File: config.mk
export PLATFORM = sky130hd
export DESIGN_NAME = wkt_syntax_validator
export DESIGN_NICKNAME = d
export VERILOG_FILES = /design/src/hdl/wkt_sv_pkg.sv /design/src/hdl/wkt_sv_grammar.sv /design/src/hdl/wkt_syntax_validator.sv
export SDC_FILE = /design/constraint.sdc
export NUM_CORES = 1
export LEC_CHECK = 0
export BUFFER_PORTS_ARGS = -buffer_cell sky130_fd_sc_hd__buf_2
export CAP_MARGIN = 30
export CORE_ASPECT_RATIO = 1.25
export CORE_UTILIZATION = 50
export DETAILED_ROUTE_END_ITERATION = 6
export PLACE_DENSITY_LB_ADDON = 0.15
export SLEW_MARGIN = 40
export SYNTH_ARGS = -nofsm -noshare
export SYNTH_HDL_FRONTEND = slang
export SYNTH_SLANG_ARGS = --single-unit
File: constraint.sdc
create_clock -name clk -period 8.4 [get_ports clk]
set_input_delay 0.42 -clock clk [delete_from_list [all_inputs] [get_ports clk]]
set_output_delay 0.42 -clock clk [all_outputs]
set_load 0.005 [all_outputs]
File: src/hdl/wkt_sv_pkg.sv
// Shared token and grammar-state definitions for the WKT syntax validator.
`default_nettype none

package wkt_sv_pkg;

	// Token classes seen by the grammar checker (also the previous-token record)
	localparam logic [2:0] PK_NONE   = 3'd0;
	localparam logic [2:0] PK_KEY    = 3'd1;
	localparam logic [2:0] PK_EMPTY  = 3'd2;
	localparam logic [2:0] PK_NUMBER = 3'd3;
	localparam logic [2:0] PK_LB     = 3'd4;
	localparam logic [2:0] PK_RB     = 3'd5;
	localparam logic [2:0] PK_COMMA  = 3'd6;

	// Grammar state that travels between the tokenizer and the grammar checker
	typedef struct packed {
		logic       failed;
		logic [2:0] coord_cnt;
		logic [2:0] prev_kind;
	} gram_t;

endpackage : wkt_sv_pkg

`default_nettype wire

File: src/hdl/wkt_sv_grammar.sv
// Grammar checker step: previous token, bracket depth and coordinate count.
`default_nettype none

module wkt_sv_grammar #(
	parameter int MAX_NESTING = 255,
	parameter int DEPTH_W     = 8
) (
	input  wire                 fire,
	input  wire [2:0]           tok,
	input  wkt_sv_pkg::gram_t   st_in,
	input  wire [DEPTH_W-1:0]   depth_in,
	output wkt_sv_pkg::gram_t   st_out,
	output logic [DEPTH_W-1:0]  depth_out
);
	import wkt_sv_pkg::*;

	localparam logic [DEPTH_W-1:0] DEPTH_MAX = DEPTH_W'(MAX_NESTING);

	logic fail;
	logic open_fail;
	logic close_fail;
	logic count_ok;

	assign open_fail  = (depth_in >= DEPTH_MAX);
	assign close_fail = (depth_in == '0);
	assign count_ok   = st_in.coord_cnt inside {3'd2, 3'd3};

	always_comb begin
		st_out    = st_in;
		depth_out = depth_in;
		fail      = 1'b0;
		if (fire && !st_in.failed) begin
			case (st_in.prev_kind)
				PK_NONE: begin
					fail = (tok != PK_KEY);
				end
				PK_KEY: begin
					if (tok == PK_LB) begin
						fail = open_fail;
						if (!open_fail) depth_out = depth_in + DEPTH_W'(1);
					end else begin
						fail = !(tok == PK_KEY || tok == PK_EMPTY);
					end
				end
				PK_LB: begin
					if (tok == PK_NUMBER) begin
						st_out.coord_cnt = 3'd1;
					end else if (tok == PK_LB) begin
						fail = open_fail;
						if (!open_fail) depth_out = depth_in + DEPTH_W'(1);
					end else begin
						fail = (tok != PK_KEY);
					end
				end
				PK_NUMBER: begin
					if (tok == PK_NUMBER) begin
						if (st_in.coord_cnt < 3'd4) st_out.coord_cnt = st_in.coord_cnt + 3'd1;
					end else if (tok == PK_COMMA) begin
						fail = !count_ok;
					end else if (tok == PK_RB) begin
						fail = close_fail || !count_ok;
						if (!close_fail) depth_out = depth_in - DEPTH_W'(1);
						st_out.coord_cnt = 3'd0;
					end else begin
						fail = 1'b1;
					end
				end
				PK_COMMA: begin
					if (tok == PK_NUMBER) begin
						st_out.coord_cnt = 3'd1;
					end else if (tok == PK_LB) begin
						fail = open_fail || (st_in.coord_cnt != 3'd0);
						if (!open_fail) depth_out = depth_in + DEPTH_W'(1);
					end else if (tok == PK_RB) begin
						fail = close_fail || (st_in.coord_cnt != 3'd0);
						if (!close_fail) depth_out = depth_in - DEPTH_W'(1);
					end else begin
						fail = (tok != PK_KEY);
					end
				end
				PK_RB: begin
					if (tok == PK_RB) begin
						fail = close_fail;
						if (!close_fail) depth_out = depth_in - DEPTH_W'(1);
					end else begin
						fail = !(tok == PK_COMMA || tok == PK_KEY);
					end
				end
				default: begin
					fail = 1'b1;
				end
			endcase
			st_out.failed = fail;
			if (!fail) st_out.prev_kind = tok;
		end
	end

endmodule : wkt_sv_grammar

`default_nettype wire

File: src/hdl/wkt_syntax_validator.sv
// Top level of the WKT geometry syntax validator: tokenizer, grammar and stream stages.
//
// Usage: feed the characters of one geometry string as words on the s_axis
// channel, one byte per word in tdata. Close the string with a word that has
// tlast high; that word carries no character and its tdata is ignored. For
// every tlast word the block returns exactly one word on m_axis: bit 0 of
// tdata is 1 when the string is well-formed geometry text, 0 when rejected.
// Character words produce no output word.
// Path: a word is checked while it sits in the input register; the verdict
// is loaded into the output register when the end word moves on and is
// shown on m_axis from there. Throughput: one word per cycle while no end
// word waits behind a stalled verdict, set by the state update of tokenizer
// plus two chained grammar steps.
// Stall: a waiting verdict sits in the output register; character words keep
// flowing behind it, and only a second tlast word waits in the input register
// until the verdict is taken.
// Reset: arst_n clears the stages and the parse state; the next word starts
// a new string. After each verdict the parse state restarts on its own.
// Nesting deeper than MAX_NESTING brackets rejects the string.
`default_nettype none

module wkt_syntax_validator #(
	parameter int MAX_NESTING = 255
) (
	input  wire        clk,
	input  wire        arst_n,
	input  wire        s_axis_tvalid,
	output logic       s_axis_tready,
	input  wire [7:0]  s_axis_tdata,   // [7:0] char_byte
	input  wire        s_axis_tlast,   // end_mark
	output logic       m_axis_tvalid,
	input  wire        m_axis_tready,
	output logic [7:0] m_axis_tdata    // [0] is_valid, [7:1] zero
);
	import wkt_sv_pkg::*;

	localparam int DEPTH_W = $clog2(MAX_NESTING + 1);

	// Tokenizer modes
	localparam logic [1:0] TK_IDLE = 2'd0;
	localparam logic [1:0] TK_KEY  = 2'd1;
	localparam logic [1:0] TK_NUM  = 2'd2;

	// Number scanner phases (DONE and ERROR are never stored)
	localparam logic [3:0] NP_SIGN    = 4'd0;
	localparam logic [3:0] NP_INT     = 4'd1;
	localparam logic [3:0] NP_DOT     = 4'd2;
	localparam logic [3:0] NP_FRAC    = 4'd3;
	localparam logic [3:0] NP_EXP     = 4'd4;
	localparam logic [3:0] NP_EXPSIGN = 4'd5;
	localparam logic [3:0] NP_EXPNUM  = 4'd6;
	localparam logic [3:0] NP_DONE    = 4'd7;
	localparam logic [3:0] NP_ERROR   = 4'd8;

	// Character codes
	localparam logic [7:0] CH_SPACE = 8'h20;
	localparam logic [7:0] CH_TAB   = 8'h09;
	localparam logic [7:0] CH_LPAR  = 8'h28;
	localparam logic [7:0] CH_RPAR  = 8'h29;
	localparam logic [7:0] CH_COMMA = 8'h2C;
	localparam logic [7:0] CH_DOT   = 8'h2E;
	localparam logic [7:0] CH_PLUS  = 8'h2B;
	localparam logic [7:0] CH_MINUS = 8'h2D;
	localparam logic [7:0] CH_LO_E  = 8'h65;
	localparam logic [7:0] CH_UP_E  = 8'h45;

	function automatic logic is_blank(input logic [7:0] c);
		return (c == CH_SPACE) || (c == CH_TAB);
	endfunction

	function automatic logic is_letter(input logic [7:0] c);
		return (c inside {[8'h61:8'h7A]}) || (c inside {[8'h41:8'h5A]});
	endfunction

	function automatic logic is_digit(input logic [7:0] c);
		return c inside {[8'h30:8'h39]};
	endfunction

	function automatic logic is_num_end(input logic [7:0] c);
		return is_blank(c) || (c == CH_COMMA) || (c == CH_RPAR);
	endfunction

	function automatic logic is_exp(input logic [7:0] c);
		return (c == CH_LO_E) || (c == CH_UP_E);
	endfunction

	// Lower-case letters of the EMPTY keyword by position
	function automatic logic [7:0] empty_letter(input logic [2:0] idx);
		logic [7:0] ch;
		case (idx)
			3'd0:    ch = 8'h65;
			3'd1:    ch = 8'h6D;
			3'd2:    ch = 8'h70;
			3'd3:    ch = 8'h74;
			3'd4:    ch = 8'h79;
			default: ch = 8'h00;
		endcase
		return ch;
	endfunction

	function automatic logic [3:0] number_next(input logic [2:0] phase, input logic [7:0] c);
		logic [3:0] r;
		case ({1'b0, phase})
			NP_INT: begin
				if (is_exp(c))          r = NP_EXP;
				else if (is_num_end(c)) r = NP_DONE;
				else if (is_digit(c))   r = NP_INT;
				else if (c == CH_DOT)   r = NP_DOT;
				else                    r = NP_ERROR;
			end
			NP_SIGN: begin
				if (is_digit(c))        r = NP_INT;
				else if (c == CH_DOT)   r = NP_DOT;
				else                    r = NP_ERROR;
			end
			NP_DOT, NP_FRAC: begin
				if (is_digit(c))        r = NP_FRAC;
				else if (is_exp(c))     r = NP_EXP;
				else if (is_num_end(c)) r = NP_DONE;
				else                    r = NP_ERROR;
			end
			NP_EXP: begin
				if (c == CH_PLUS || c == CH_MINUS) r = NP_EXPSIGN;
				else if (is_digit(c))              r = NP_EXPNUM;
				else                               r = NP_ERROR;
			end
			NP_EXPSIGN: begin
				r = is_digit(c) ? NP_EXPNUM : NP_ERROR;
			end
			NP_EXPNUM: begin
				if (is_digit(c))        r = NP_EXPNUM;
				else if (is_num_end(c)) r = NP_DONE;
				else                    r = NP_ERROR;
			end
			default: r = NP_ERROR;
		endcase
		return r;
	endfunction

	// Input register stage
	logic       valid_s1;
	logic [7:0] char_s1;
	logic       last_s1;

	// Output register
	logic       out_valid_q;
	logic       out_data_q;

	// Parse state
	logic [1:0]         tk_q;
	logic [2:0]         np_q;
	logic [2:0]         kl_q;
	logic               km_q;
	gram_t              gram_q;
	logic [DEPTH_W-1:0] depth_q;

	// Next-state logic
	logic [1:0]         tk_n;
	logic [2:0]         np_n;
	logic [2:0]         kl_n;
	logic               km_n;
	logic               tok_fail;
	logic               scan_fail;
	logic               scan_req;
	logic               scan_run;
	logic               g1_fire;
	logic [2:0]         g1_tok;
	logic               g2_fire;
	logic [2:0]         g2_tok;
	gram_t              g1_st;
	gram_t              g2_st;
	gram_t              gram_n;
	logic [DEPTH_W-1:0] g1_depth;
	logic [DEPTH_W-1:0] g2_depth;
	logic [3:0]         np_r;
	logic               verdict;
	logic               advance;
	logic               out_free;

	// Handshake: a character word always moves on; an end word moves on when
	// the output register is free or is being emptied this cycle.
	assign out_free      = !out_valid_q || m_axis_tready;
	assign advance       = valid_s1 && (!last_s1 || out_free);
	assign s_axis_tready = !valid_s1 || advance;
	assign m_axis_tvalid = out_valid_q;
	assign m_axis_tdata  = {7'd0, out_data_q};

	// First grammar step: a keyword or number closed by this byte (or the end word)
	wkt_sv_grammar #(
		.MAX_NESTING (MAX_NESTING),
		.DEPTH_W     (DEPTH_W)
	) u_gram1 (
		.fire      (g1_fire),
		.tok       (g1_tok),
		.st_in     (gram_q),
		.depth_in  (depth_q),
		.st_out    (g1_st),
		.depth_out (g1_depth)
	);

	// Second grammar step: a bracket or comma scanned from the same byte
	wkt_sv_grammar #(
		.MAX_NESTING (MAX_NESTING),
		.DEPTH_W     (DEPTH_W)
	) u_gram2 (
		.fire      (g2_fire),
		.tok       (g2_tok),
		.st_in     (g1_st),
		.depth_in  (g1_depth),
		.st_out    (g2_st),
		.depth_out (g2_depth)
	);

	assign scan_run = scan_req && !g1_st.failed;
	assign verdict  = !g1_st.failed && (g1_depth == '0) &&
		(g1_st.prev_kind == PK_RB || g1_st.prev_kind == PK_EMPTY);

	// Fold tokenizer and scan errors into the grammar state
	always_comb begin
		gram_n        = g2_st;
		gram_n.failed = g2_st.failed || tok_fail || scan_fail;
	end

	// Tokenizer: close the open token first, then rescan the byte from idle.
	always_comb begin
		tk_n      = tk_q;
		np_n      = np_q;
		kl_n      = kl_q;
		km_n      = km_q;
		tok_fail  = 1'b0;
		scan_req  = 1'b0;
		g1_fire   = 1'b0;
		g1_tok    = PK_KEY;
		np_r      = number_next(np_q, last_s1 ? CH_SPACE : char_s1);
		if (!gram_q.failed) begin
			if (tk_q == TK_KEY) begin
				if (last_s1 || is_blank(char_s1) || char_s1 == CH_LPAR) begin
					g1_fire  = 1'b1;
					g1_tok   = (kl_q == 3'd5 && km_q) ? PK_EMPTY : PK_KEY;
					tk_n     = TK_IDLE;
					scan_req = !last_s1;
				end else if (is_letter(char_s1)) begin
					if (kl_q < 3'd5 && char_s1 != empty_letter(kl_q) &&
							char_s1 != (empty_letter(kl_q) & 8'hDF)) begin
						km_n = 1'b0;
					end
					if (kl_q < 3'd6) kl_n = kl_q + 3'd1;
				end else begin
					tok_fail = 1'b1;
					tk_n     = TK_IDLE;
				end
			end else if (tk_q == TK_NUM) begin
				if (np_r == NP_DONE) begin
					g1_fire  = 1'b1;
					g1_tok   = PK_NUMBER;
					tk_n     = TK_IDLE;
					scan_req = !last_s1;
				end else if (last_s1) begin
					// drop an unfinished trailing number
					tk_n = TK_IDLE;
				end else if (np_r == NP_ERROR) begin
					tok_fail = 1'b1;
					tk_n     = TK_IDLE;
				end else begin
					np_n = np_r[2:0];
				end
			end else begin
				scan_req = !last_s1;
			end
		end
	end

	// Idle scan of the current byte
	always_comb begin
		g2_fire   = 1'b0;
		g2_tok    = PK_COMMA;
		scan_fail = 1'b0;
		if (scan_run) begin
			if (is_blank(char_s1)) begin
				g2_fire = 1'b0;
			end else if (is_letter(char_s1)) begin
				g2_fire = 1'b0;
			end else if (is_digit(char_s1) || char_s1 == CH_DOT ||
					char_s1 == CH_PLUS || char_s1 == CH_MINUS) begin
				g2_fire = 1'b0;
			end else if (char_s1 == CH_LPAR) begin
				g2_fire = 1'b1;
				g2_tok  = PK_LB;
			end else if (char_s1 == CH_RPAR) begin
				g2_fire = 1'b1;
				g2_tok  = PK_RB;
			end else if (char_s1 == CH_COMMA) begin
				g2_fire = 1'b1;
				g2_tok  = PK_COMMA;
			end else begin
				scan_fail = 1'b1;
			end
		end
	end

	// Input register control
	always_ff @(posedge clk or negedge arst_n) begin
		if (!arst_n) begin
			valid_s1 <= 1'b0;
		end else if (s_axis_tready) begin
			valid_s1 <= s_axis_tvalid;
		end
	end

	// Input register payload
	always_ff @(posedge clk) begin
		if (s_axis_tvalid && s_axis_tready) begin
			char_s1 <= s_axis_tdata;
			last_s1 <= s_axis_tlast;
		end
	end

	// Output register: load the verdict, drop it once taken
	always_ff @(posedge clk or negedge arst_n) begin
		if (!arst_n) begin
			out_valid_q <= 1'b0;
			out_data_q  <= 1'b0;
		end else if (advance && last_s1) begin
			out_valid_q <= 1'b1;
			out_data_q  <= verdict;
		end else if (m_axis_tready) begin
			out_valid_q <= 1'b0;
		end
	end

	// Parse state: advance per character word, restart after each end word
	always_ff @(posedge clk or negedge arst_n) begin
		if (!arst_n) begin
			tk_q    <= TK_IDLE;
			np_q    <= 3'd0;
			kl_q    <= 3'd0;
			km_q    <= 1'b1;
			gram_q  <= '{failed: 1'b0, coord_cnt: 3'd0, prev_kind: PK_NONE};
			depth_q <= '0;
		end else if (advance) begin
			if (last_s1) begin
				tk_q    <= TK_IDLE;
				np_q    <= 3'd0;
				kl_q    <= 3'd0;
				km_q    <= 1'b1;
				gram_q  <= '{failed: 1'b0, coord_cnt: 3'd0, prev_kind: PK_NONE};
				depth_q <= '0;
			end else begin
				gram_q  <= gram_n;
				depth_q <= g2_depth;
				if (scan_run && is_letter(char_s1)) begin
					// start a keyword with its first letter
					tk_q <= TK_KEY;
					kl_q <= 3'd1;
					km_q <= (char_s1 == CH_LO_E) || (char_s1 == CH_UP_E);
					np_q <= np_n;
				end else if (scan_run && (is_digit(char_s1) || char_s1 == CH_DOT ||
						char_s1 == CH_PLUS || char_s1 == CH_MINUS)) begin
					tk_q <= TK_NUM;
					kl_q <= kl_n;
					km_q <= km_n;
					if (is_digit(char_s1))     np_q <= NP_INT[2:0];
					else if (char_s1 == CH_DOT) np_q <= NP_DOT[2:0];
					else                        np_q <= NP_SIGN[2:0];
				end else begin
					tk_q <= tk_n;
					np_q <= np_n;
					kl_q <= kl_n;
					km_q <= km_n;
				end
			end
		end
	end

endmodule : wkt_syntax_validator

`default_nettype wire

==> run_summary.xml <==
<?xml version="1.0" encoding="UTF-8"?>
<metrics>
  <group name="setup_path">
    <metric name="critical-path-max-stage-delay" unit="ps">660</metric>
    <metric name="reg2reg_depth" unit="">15</metric>
    <metric name="r2r-start" unit="">char_s1[0]$_DFFE_PP_</metric>
    <metric name="cpLargestDelayFamily" unit="">simple AND/OR/NAND/NOR gates</metric>
    <metric name="worstPathArrival" unit="ps">5600</metric>
    <metric name="cp.required" unit="ps">8570</metric>
    <metric name="cpMaxStageDelayCell" unit="">a2111oi_4</metric>
    <metric name="crit_chain" unit="">nor4bb_1, a221oi_1, nor3_1, nand2_1, ha_1, nor2_1, a211oi_1, or2_2, a2111oi_4, mux2i_1, nor2_1, or3_1, mux2_4, mux2i_1, o22ai_1</metric>
    <metric name="worstSetupStartpointType" unit="">register</metric>
    <metric name="setup.worst_path.class" unit="">reg -&gt; reg</metric>
    <metric name="path_buf_inv" unit="">0</metric>
    <metric name="end_kind" unit="">register</metric>
    <metric name="path_max_fanout" unit="">17</metric>
    <metric name="reg2reg_slack" unit="ps">2980</metric>
    <metric name="r2r-end" unit="">depth_q[1]$_DFFE_PN0P_</metric>
  </group>
  <group name="global_route">
    <metric name="first_global_vias" unit="">3313</metric>
    <metric name="globalRouteOverflowTotal" unit="">0</metric>
    <metric name="pin_count_of_the_biggest_net_entering_global_routing" unit="">28</metric>
    <metric name="grt_first_pass_wirelength" unit="mm">15.93</metric>
    <metric name="antenna_found_initial" unit="">0</metric>
    <metric name="grt_util_all_layers" unit="%">26.57</metric>
  </group>
  <group name="logic_synthesis">
    <metric name="ys_seq_elements" unit="">36</metric>
    <metric name="synth_top_area_share" unit="%">18.09</metric>
    <metric name="synth.cell_area" unit="sq um">3597</metric>
    <metric name="synth.lib_cells_used.distinct" unit="">79</metric>
    <metric name="post_synth_inst_count" unit="">469</metric>
    <metric name="post-synth-top-area-cell" unit="">dfrtp_1</metric>
    <metric name="synth-main-ff-cell" unit="">dfrtp_1</metric>
    <metric name="number_of_enable_flip_flop_cells_after_synthesis" unit="">9</metric>
    <metric name="sequential_element_share_of_the_synthesized_area" unit="%">26.33</metric>
    <metric name="post_synth.cell_area_avg" unit="sq um">7.670</metric>
    <metric name="synth_async_sr_flop_share" unit="%">75.00</metric>
    <metric name="yosysWarningCount" unit="">0</metric>
    <metric name="synthTopCellsByArea" unit="">dfrtp_1 (18%), edfxtp_1 (7.5%), o21ai_0 (5.3%)</metric>
  </group>
  <group name="sta">
    <metric name="tightestPinTransition" unit="ps">671.7</metric>
    <metric name="max-slew-margin-rel" unit="%">55.22</metric>
    <metric name="largest_clock_skew_in_the_final_design" unit="ps">6.986</metric>
    <metric name="number_of_setup_violations_in_the_final_report" unit="">0</metric>
    <metric name="fmax" unit="GHz">0.1845</metric>
    <metric name="fin_crit_sh" unit="%">64.54</metric>
    <metric name="setup_total_negative_slack" unit="ps">0</metric>
    <metric name="final_hold_viol_count" unit="">0</metric>
    <metric name="final_max_slew_viol_count" unit="">0</metric>
    <metric name="grt_setup_unrepaired" unit="">false</metric>
    <metric name="min_period" unit="ps">5421</metric>
  </group>
  <group name="cells_and_area">
    <metric name="regArea" unit="sq um">947.2</metric>
    <metric name="area_delta_synth_final" unit="%">3.165</metric>
    <metric name="mostFrequentLayoutCell" unit="">nand2_1</metric>
    <metric name="diodes" unit="">0</metric>
    <metric name="most_frequent_cells_in_the_layout" unit="">nand2_1 (49), nor2_1 (42), o21ai_0 (38)</metric>
    <metric name="post_route_cells_drive_above_1_share" unit="%">9.935</metric>
    <metric name="multi_input_area" unit="sq um">2426</metric>
    <metric name="fin_nets" unit="">484</metric>
    <metric name="num-fill-cells" unit="">672</metric>
  </group>
  <group name="routing">
    <metric name="drt_drc_violations_left" unit="">0</metric>
    <metric name="avgViaCountPerCell" unit="">6.403</metric>
    <metric name="drt-total-wl" unit="mm">9.712</metric>
    <metric name="via_count" unit="">3541</metric>
    <metric name="drt.antenna.violating_nets" unit="">0</metric>
    <metric name="number_of_drc_markers_in_iteration_0" unit="">309</metric>
    <metric name="drt_pass1_iterations" unit="">5</metric>
    <metric name="wire_per_inst" unit="um">17.56</metric>
  </group>
  <group name="clocking">
    <metric name="quantity_of_hold_fixing_buffers_added_after_cts" unit="">0</metric>
    <metric name="cts_tree" unit="">done</metric>
    <metric name="cts_buffer_depth" unit="">2</metric>
    <metric name="cts_resized" unit="">0</metric>
    <metric name="cts_buffers" unit="">5</metric>
    <metric name="clock_tree.htree_level_count" unit="">2</metric>
    <metric name="post-cts-setup-buffer-count" unit="">0</metric>
    <metric name="clock-root-buffer" unit="">clkbuf_8</metric>
    <metric name="path_clk_slew" unit="ps">70</metric>
    <metric name="clk_latency" unit="ps">290</metric>
    <metric name="clock-sinks" unit="">36</metric>
  </group>
  <group name="floorplanning">
    <metric name="core_area" unit="sq um">6977</metric>
    <metric name="dieWidth" unit="um">77.87</metric>
    <metric name="io_pins" unit="">23</metric>
    <metric name="floorplan.die.height" unit="um">96.83</metric>
    <metric name="floorplan.rows" unit="">34</metric>
    <metric name="fp.dieArea" unit="sq um">7540</metric>
    <metric name="initial_core_util" unit="%">51.56</metric>
  </group>
  <group name="power">
    <metric name="report.power.total" unit="mW">0.5049</metric>
    <metric name="power.density_cell_area" unit="nW/um^2">136.1</metric>
    <metric name="vdd_drop_max" unit="V">0.00008653</metric>
    <metric name="leakage_power_of_the_design" unit="nW">1.402</metric>
  </group>
  <group name="run_status">
    <metric name="outcome" unit="">finished clean</metric>
  </group>
  <group name="placement">
    <metric name="detailedPlacementHpwl" unit="mm">7.334</metric>
    <metric name="final_wtd_congestion" unit="">0.9646</metric>
    <metric name="io_buffer_count" unit="">15</metric>
  </group>
  <group name="hold_path">
    <metric name="timing.hold.worst.class" unit="">in -&gt; async</metric>
  </group>
  <group name="job">
    <metric name="drv_cap" unit="">0</metric>
  </group>
</metrics>
power breakdown:
| group | leakage [nW] | internal [mW] | switching (mW) | total (mW) |
|---|---|---|---|---|
| combinational | 0.905 | 0.0578 | 0.0865 | 0.144 |
| clock | 0.0455 | 0.0670 | 0.0650 | 0.132 |
| sequential | 0.451 | 0.195 | 0.0338 | 0.229 |
kinds of logic after synthesis:
logic type | after synthesis | synth area share, %
buffers and inverters | 51 | 6.991
multiplexers | 11 | 3.304
flip-flops | 36 | 26.33
other | 1 | 0.1042
AO/OA/AOI/OAI | 145 | 26.82
AND/OR/NAND/NOR | 210 | 31.86
XOR/XNOR | 6 | 1.461
adder cells (fa/ha/maj) | 9 | 3.130
metrics by stage:
stage / instance area [sq um] / cells / util [%] / setup WS (ps) / hold slack [ps]
after floorplan: 3620 / 475 / - / 4085 / 124.4
after global placement: 3616 / 545 / 51.83 / 3260 / 468.0
after detailed placement: 3621 / 545 / 51.90 / 3091 / 474.4
after CTS: 3711 / 553 / 53.19 / 3066 / 176.0
after global routing: 3711 / 553 / 53.19 / 2668 / 198.7
final: 3711 / 553 / 53.19 / 2979 / 143.1
sequential cells by signal, indices dropped and copies added (netlist names):
| register | count |
|---|---|
| char_s1 | 8 |
| depth_q | 8 |
| gram_q | 7 |
| kl_q | 3 |
| np_q | 3 |
| tk_q | 2 |
| km_q | 1 |
| last_s1 | 1 |
| m_axis_tvalid | 1 |
| out_data_q | 1 |
| valid_s1 | 1 |
worst max path at each step:
stage	from	to	slack, ps	cells past startpoint
floorplan	char_s1[4]$_DFFE_PP_	depth_q[3]$_DFFE_PN0P_	4090	18
global placement	char_s1[0]$_DFFE_PP_	depth_q[1]$_DFFE_PN0P_	3260	15
detailed placement	char_s1[0]$_DFFE_PP_	depth_q[5]$_DFFE_PN0P_	3090	15
CTS	char_s1[0]$_DFFE_PP_	depth_q[1]$_DFFE_PN0P_	3070	15
global route	char_s1[0]$_DFFE_PP_	depth_q[1]$_DFFE_PN0P_	2670	15
finish	char_s1[0]$_DFFE_PP_	depth_q[1]$_DFFE_PN0P_	2980	15
per-layer routing:
layer	up-vias	global-route usage, %	part of all wire (%)
li1	1695	-	-
met1	1671	29.86	40
met2	149	49.76	53
met3	26	3.113	4.0
met4	0	10.60	3.2
met5	-	0	0
cells in the mapped netlist, types with 3 or more instances:
cell	count
nor3_1	18
or2_2	5
and3_1	7
or3_1	3
clkbuf_1	17
buf_2	6
a211o_1	3
dfrtp_1	26
inv_1	16
ha_1	9
nor2b_1	12
a22o_1	4
nand2_1	49
a31oi_1	6
edfxtp_1	9
o21ai_1	6
nor4b_1	3
nand3_1	14
and2_1	7
xnor2_1	4
a211oi_1	3
a21oi_1	35
a22oi_1	6
o21a_1	4
nor2_1	42
mux2i_1	7
nand2b_1	13
o21ai_0	38
nand4_1	8
nor3b_1	6
o22ai_1	6
buf_4	10
o31ai_1	5
area by class of cell:
type                       instances  share of cell area, %
multi-input combinational        388                  65.37
sequential                        36                  25.52
clock buffer                       8                  2.428
inverter                          16                  1.618
timing repair buffer              15                  2.023
tap                               90                  3.034
(Power assumes the default switching activity.)
